File: config.mk
export PLATFORM = sky130hd
export DESIGN_NAME = sorted_priority_queue_core
export DESIGN_NICKNAME = d
export VERILOG_FILES = /design/src/design/spq_pkg.sv /design/src/design/spq_cell.sv /design/src/design/sorted_priority_queue_core.sv
export SDC_FILE = /design/constraint.sdc
export NUM_CORES = 2
export LEC_CHECK = 0
export ABC_AREA = 1
export BUFFER_PORTS_ARGS = -buffer_cell sky130_fd_sc_hd__clkbuf_2
export CORE_ASPECT_RATIO = 1.4
export CORE_MARGIN = 1.5
export CORE_UTILIZATION = 42
export DETAILED_ROUTE_END_ITERATION = 8
export GPL_TIMING_DRIVEN = 0
export PLACE_DENSITY = 0.63
export SYNTH_ARGS = -nofsm -noshare
export SYNTH_HDL_FRONTEND = slang
export SYNTH_HIERARCHICAL = 1
export SYNTH_SLANG_ARGS = --single-unit
export TNS_END_PERCENT = 10
File: constraint.sdc
create_clock -name clk -period 11.8 [get_ports clk]
set_input_delay 1.77 -clock clk [delete_from_list [all_inputs] [get_ports clk]]
set_output_delay 1.77 -clock clk [all_outputs]
set_load 0.01 [all_outputs]
File: src/design/spq_pkg.sv
package spq_pkg;

	// Width of the reported entry count; larger fills wrap modulo 32.
	localparam int unsigned COUNT_W = 5;
	localparam int unsigned PRIO_W  = 16;
	localparam int unsigned TAG_W   = 32;

	// Operation codes carried by each request item.
	typedef enum logic [1:0] {
		OP_PUSH  = 2'd0,
		OP_POP   = 2'd1,
		OP_PEEK  = 2'd2,
		OP_CLEAR = 2'd3
	} opcode_t;

	// One stored entry.
	typedef struct packed {
		logic signed [PRIO_W-1:0] prio;
		logic [TAG_W-1:0]         tag;
	} entry_t;

	// Per-cycle command broadcast to every cell.
	typedef struct packed {
		logic push;
		logic pop;
	} cell_ctrl_t;

	// Request item.
	typedef struct packed {
		opcode_t                  opcode;
		logic signed [PRIO_W-1:0] priority_req;
		logic [TAG_W-1:0]         data_tag;
	} req_item_t;

	// Response item.
	typedef struct packed {
		logic signed [PRIO_W-1:0] head_priority;
		logic [TAG_W-1:0]         head_tag;
		logic [COUNT_W-1:0]       entry_count;
		logic                     is_empty;
		logic                     fault;
	} rsp_item_t;

endpackage

File: src/design/spq_cell.sv
module spq_cell (
	input  logic                clk,
	input  spq_pkg::cell_ctrl_t ctrl,
	input  logic                occupied,
	input  spq_pkg::entry_t     new_entry,
	input  spq_pkg::entry_t     left_entry,
	input  logic                left_stay,
	input  spq_pkg::entry_t     right_entry,
	output spq_pkg::entry_t     entry,
	output logic                stay
);

	spq_pkg::entry_t entry_q;

	// The entry stays in place on a push when it ranks at or above the new one.
	// The list is sorted, so the staying cells form a prefix of the row.
	assign stay  = occupied && (entry_q.prio >= new_entry.prio);
	assign entry = entry_q;

	// A push keeps, inserts or shifts right; a pop shifts left.
	always_ff @(posedge clk) begin
		if (ctrl.push) begin
			if (!stay) begin
				if (left_stay) begin
					entry_q <= new_entry;
				end else begin
					entry_q <= left_entry;
				end
			end
		end else if (ctrl.pop) begin
			entry_q <= right_entry;
		end
	end

endmodule

File: src/design/sorted_priority_queue_core.sv
// Sorted priority queue of up to CAPACITY (priority, tag) entries, highest
// priority at the head; equal priorities leave in push order.
// Request channel req_valid/req_ready/req carries an opcode (push, pop, peek,
// clear) with a priority and tag used by push. Every request item yields
// exactly one response item on rsp_valid/rsp_ready/rsp with the head entry
// (pop and peek), the entry count after the operation, an empty flag and a
// fault flag (pop or peek on empty, push on full; the store is then unchanged).
// The entries sit in a row of cells. On a push every cell compares its entry
// with the new one in parallel and either keeps it, takes the new entry or
// takes its left neighbor's; on a pop every cell takes its right neighbor's.
// An item thus completes at once: the response is registered and shows in the
// cycle after acceptance; one item per cycle holds unless the receiver stalls.
// The response register is the only buffer: while it holds an untaken
// response, req_ready follows rsp_ready, so a stalled receiver stalls input.
// Reset (arst_n low) empties the queue and drops any pending response; the
// entry storage itself is not cleared and needs no clearing pass.
module sorted_priority_queue_core #(
	parameter int unsigned CAPACITY = 16
) (
	input  logic               clk,
	input  logic               arst_n,
	input  logic               req_valid,
	output logic               req_ready,
	input  spq_pkg::req_item_t req,
	output logic               rsp_valid,
	input  logic               rsp_ready,
	output spq_pkg::rsp_item_t rsp
);

	localparam int unsigned OCC_W = $clog2(CAPACITY + 1);

	logic [OCC_W-1:0]    occ_q;
	logic [OCC_W-1:0]    occ_next;
	logic                rsp_valid_q;
	spq_pkg::rsp_item_t  rsp_q;
	spq_pkg::rsp_item_t  rsp_next;
	spq_pkg::cell_ctrl_t ctrl;
	spq_pkg::entry_t     new_entry;
	spq_pkg::entry_t     cell_entry [CAPACITY];
	logic                cell_stay  [CAPACITY];
	logic                accept;
	logic                is_full;
	logic                is_none;

	assign req_ready = !rsp_valid_q || rsp_ready;
	assign accept    = req_valid && req_ready;
	assign is_full   = (occ_q == OCC_W'(CAPACITY));
	assign is_none   = (occ_q == '0);

	assign new_entry.prio = req.priority_req;
	assign new_entry.tag  = req.data_tag;

	// Decode the operation and build the response.
	always_comb begin
		ctrl     = '0;
		occ_next = occ_q;
		rsp_next = '0;
		if (accept) begin
			unique case (req.opcode)
				spq_pkg::OP_PUSH: begin
					if (is_full) begin
						rsp_next.fault = 1'b1;
					end else begin
						ctrl.push = 1'b1;
						occ_next  = occ_q + OCC_W'(1);
					end
				end
				spq_pkg::OP_POP, spq_pkg::OP_PEEK: begin
					if (is_none) begin
						rsp_next.fault = 1'b1;
					end else begin
						rsp_next.head_priority = cell_entry[0].prio;
						rsp_next.head_tag      = cell_entry[0].tag;
						if (req.opcode == spq_pkg::OP_POP) begin
							ctrl.pop = 1'b1;
							occ_next = occ_q - OCC_W'(1);
						end
					end
				end
				spq_pkg::OP_CLEAR: begin
					occ_next = '0;
				end
				default: begin
					occ_next = occ_q;
				end
			endcase
		end
		rsp_next.entry_count = spq_pkg::COUNT_W'(occ_next);
		rsp_next.is_empty    = (occ_next == '0);
	end

	// Row of storage cells, each wired to its two neighbors.
	for (genvar i = 0; i < CAPACITY; i++) begin : g_cell
		spq_pkg::entry_t left_entry;
		spq_pkg::entry_t right_entry;
		logic            left_stay;

		if (i == 0) begin : g_first
			assign left_entry = new_entry;
			assign left_stay  = 1'b1;
		end else begin : g_mid
			assign left_entry = cell_entry[i-1];
			assign left_stay  = cell_stay[i-1];
		end

		if (i == CAPACITY - 1) begin : g_last
			assign right_entry = cell_entry[i];
		end else begin : g_inner
			assign right_entry = cell_entry[i+1];
		end

		spq_cell u_cell (
			.clk         (clk),
			.ctrl        (ctrl),
			.occupied    (OCC_W'(i) < occ_q),
			.new_entry   (new_entry),
			.left_entry  (left_entry),
			.left_stay   (left_stay),
			.right_entry (right_entry),
			.entry       (cell_entry[i]),
			.stay        (cell_stay[i])
		);
	end

	// Fill count and response handshake state.
	always_ff @(posedge clk or negedge arst_n) begin
		if (!arst_n) begin
			occ_q       <= '0;
			rsp_valid_q <= 1'b0;
		end else begin
			occ_q <= occ_next;
			if (accept) begin
				rsp_valid_q <= 1'b1;
			end else if (rsp_ready) begin
				rsp_valid_q <= 1'b0;
			end
		end
	end

	// Response payload register.
	always_ff @(posedge clk) begin
		if (accept) begin
			rsp_q <= rsp_next;
		end
	end

	assign rsp_valid = rsp_valid_q;
	assign rsp       = rsp_q;

endmodule

# After elaboration in Yosys (flattened, before gate mapping)

Cells that the tools add are included.

Register bits after elaboration: 829
Input port bits: 54
Output and inout bits: 57
Logic and storage cells: 212

Add/sub/neg operators: 2
Magnitude comparators: 32
Equal/unequal tests: 19
Multiplexer cells: 76
Bitwise operators: 2
Reductions and logical operators: 42

Operators with widths:

| cell                                                | count |
|---|---|
| two-way mux 48 bit                                  | 60 |
| greater-or-equal comparator 16 bit                  | 16 |
| < comparator 4 x 5 -> 1 bit, first input constant   | 8 |
| AND reduction 2 bit                                 | 16 |
| inequality test 2 bit, second input constant        | 15 |
| < comparator 3 x 5 -> 1 bit, first input constant   | 4 |
| two-way mux 5 bit                                   | 4 |
| logical AND 1 bit                                   | 17 |
| one-hot mux 5 bit (3 select lines)                  | 1 |
| logical NOT 5 bit                                   | 2 |
| < comparator 1 x 5 -> 1 bit, first input constant   | 2 |
| < comparator 2 x 5 -> 1 bit, first input constant   | 2 |
| two-way mux 1 bit                                   | 9 |
| adder 5 x 1 -> 5 bit, second input constant         | 1 |
| equality test 5 bit, second input constant          | 1 |
| subtractor 5 x 1 -> 5 bit, second input constant    | 1 |
| equality test 2 bit, second input constant          | 2 |
| nonzero test 2 bit                                  | 2 |
| OR reduction 2 bit                                  | 2 |
| equality test 2 x 1 -> 1 bit, second input constant | 1 |
| logical NOT 2 bit                                   | 1 |
| two-way mux 2 bit                                   | 1 |
| inverter 1 bit                                      | 2 |
| one-hot mux 1 bit (2 select lines)                  | 1 |
| other kinds (2)                                     | 2 |

# Longest topological paths before layout

Depth in word-level cells: 7
Gate-level depth with buffers: 21
Depth with buffers taken out: 18

# By module

Netlist, hierarchy kept.

By module, submodules not included:

| module                          | instances | cells an instance | area an instance (um^2) |
|---|---|---|---|
| spq_cell (g_cell[0].u_cell ...) | 10        | 345               | 2885.3 |
| spq_cell (g_cell[4].u_cell ...) | 6         | 347               | 2877.8 |
| sorted_priority_queue_core      | 1         | 290               | 2905.3 |

# Worst setup path after synthesis

Ideal clock, no wire load.

Path kind: input-to-reg
From: input port req[49] in the netlist's numbering
To: register g_cell[4].u_cell.entry_q (netlist bit g_cell[4].u_cell/entry[0]) (enable)
Setup time: 0.583 ns
Data arrival time: 6.108 ns
Setup slack: 5.108 ns
Stages: 9
Path through: inv_1 > ha_1 > nand2_1 > nor2_1 > inv_1 > buf_2 > buf_2 > nand2_1 > nand2_1

RTL lines:

| what                 | RTL line                         | source |
|---|---|---|
| from (decl)          | sorted_priority_queue_core.sv:24 | `input spq_pkg::req_item_t req,` |
| to (signal assigned) | spq_cell.sv:25                   | `entry_q <= new_entry;` |
| to (signal assigned) | spq_cell.sv:27                   | `entry_q <= left_entry;` |
| to (signal assigned) | spq_cell.sv:31                   | `entry_q <= right_entry;` |
| to (decl)            | spq_cell.sv:13                   | `spq_pkg::entry_t entry_q;` |

==> out/metrics.csv <==
metric;value;unit
htreeDepth;3;
cp_slowest_stage_delay;0.84;ns
rsz0062_at_grt;no;
use_met2;0.4533;
dieHeight;407.2;um
post_cts_buffers;0;
hold_viol;0;
critPathKind;primary input to flop;
clock_path_buffers;3;
cts.repair.resized;0;
nFillCells;11230;
crit_path_frequent_cell;nand2_1;
crit_arrival;5.08;ns
cpLargestDelayFamily;buffers and inverters;
cts_sinks;829;
portBuffers;110;
r2r-start;occ_q[0];
crit_required;12.22;ns
fin_crit_sh;0.3949;
grt_pass1_wl;225700;um
path_max_fanout;33;
vias_per_cell;5.408;
r2r_end;g_cell[15].u_cell/entry[14];
cts_root_buf;clkbuf_16;
core_region_area;115900;um^2
ant_nets;0;
crit_path_end_kind;flop;
finalSetupViolations;0;
clock_latency;0.69;ns
cts_tree;built;
netlist_area;49020;um^2
r2r_slack;7.79;ns
min_path_type;flop to flop;
firstDrtPassIters;7;
grt_max_degree;61;
multi_input_area;20610;um^2
die_area;118800;um^2
skew;0.02965;ns
first_global_vias;43200;
cellPowerDensity;147.6;nW/um^2
crit_buf_inv;8;
dr_total_vias;41200;
crit_path_end;g_cell[9].u_cell/entry[27];
layout-drive-gt1-share;0.09497;
start_kind;primary input;
avgSynthCellArea;8.421;um^2
ir_drop;0.1006;mV
status;finished, final reports clean;
power;8.083;mW
period_minus_slack;4.659;ns
hpwl;110200;um
yosysWarnings;6;
worstMarginPinSlew;1.215;ns
grt_util_met3;0.02283;
relSlewSlack;0.1903;
ff_latch_area;24860;um^2
drtIter0Drc;3219;
power.leakage;22.99;nW
hold_buffers;0;
finalHoldWorstSlack;0.5265;ns
finalSetupTns;0;ns
cp-startpoint;req[47];
synthCells;5821;
critical_path_depth;19;
drc;0;
min_path_cells;2;
grt-ovfl-total;0;
wirelength;144800;um
wire_per_inst;19.00;um
grt.busiest_layer;met2;
row_count;148;
io_pins;111;
report.final.slew_viol_count;0;
met1_usage;0.2707;
nets;6362;
max_freq;214.6;MHz
antenna_found_initial;2;
r2r_cells;15;
final_cell_mix;nand2_1 (1154), o21ai_0 (988), nor2_1 (895);
drv_cap;0;
numCtsBuffers;86;
die_width;291.7;um
place_congestion;0.8169;
path_clk_slew;0.06;ns
final_common_cell;nand2_1;
track_usage;0.2392;
start_util;0.4229;
worstPathCellList;clkbuf_2 -> inv_1 -> ha_1 -> nand2_1 -> nor2_2 -> nand2_2 -> inv_1 -> nand2_2 -> nand3_1 -> nand2_1 -> nand2_1 -> nand2_1 -> inv_1 -> buf_2 -> inv_2 -> buf_4 -> buf_2 -> nor2_1 -> o21ai_1;
slowest_stage;clkbuf_2;
area_delta_synth_final;11.72;%
==> worst min-delay path, stage by stage, from the launching register on <==
cell and delay (ns):
dfrtp_1 0.36, nand2_2 0.08, nand2_1 0.06
==> worst min-delay path by stage <==
| stage | from | end | slack, ns |
|---|---|---|---|
| floorplan | g_cell[1].u_cell/entry[0] | g_cell[0].u_cell/entry[0] | 0.52 |
| global placement | rsp_valid | rsp_valid | 0.51 |
| detailed placement | rsp_valid | rsp_valid | 0.51 |
| CTS | rsp_valid | rsp_valid | 0.53 |
| global route | rsp_valid | rsp_valid | 0.55 |
| finish | rsp_valid | rsp_valid | 0.53 |
==> power breakdown <==
group	switching, mW	total (mW)	internal, mW
clock	1.24	2.79	1.55
combinational	1.18	1.68	0.500
sequential	0.123	3.61	3.49
==> flip-flops by register name, indices dropped and copies added, names as in the netlist <==
signal and flops:
g_cell.u_cell/entry 768, occ_q 5, rsp 55, rsp_valid 1
==> routing by layer <==
metal	up-vias	wire length, um
li1	20120	-
met1	19610	56360
met2	1111	77410
met3	359	5665
met4	4	5290
met5	-	24
==> metrics by stage <==
step	instances	utilization	instance area [um^2]	setup WS (ns)
3_5_place_dp	7455	0.4479	51930	6.553
3_3_place_gp	7434	0.4439	51460	-0.1994
4_1_cts	7617	0.4722	54740	7.269
6_report	7619	0.4725	54770	7.141
2_1_floorplan	5824	-	49030	5.108
5_1_grt	7618	0.4724	54770	6.968
==> area by class of cell <==
type / instances / share of cell area
Antenna cell: 1 / 0.00004569
Buffer: 328 / 0.03130
Clock buffer: 102 / 0.04117
Clock inverter: 60 / 0.01014
Inverter: 505 / 0.03463
Multi-Input combinational cell: 4162 / 0.3763
Sequential cell: 829 / 0.4540
Tap cell: 1500 / 0.03427
Timing Repair Buffer: 132 / 0.01812
Note: power is estimated with default switching activity, not from simulation.
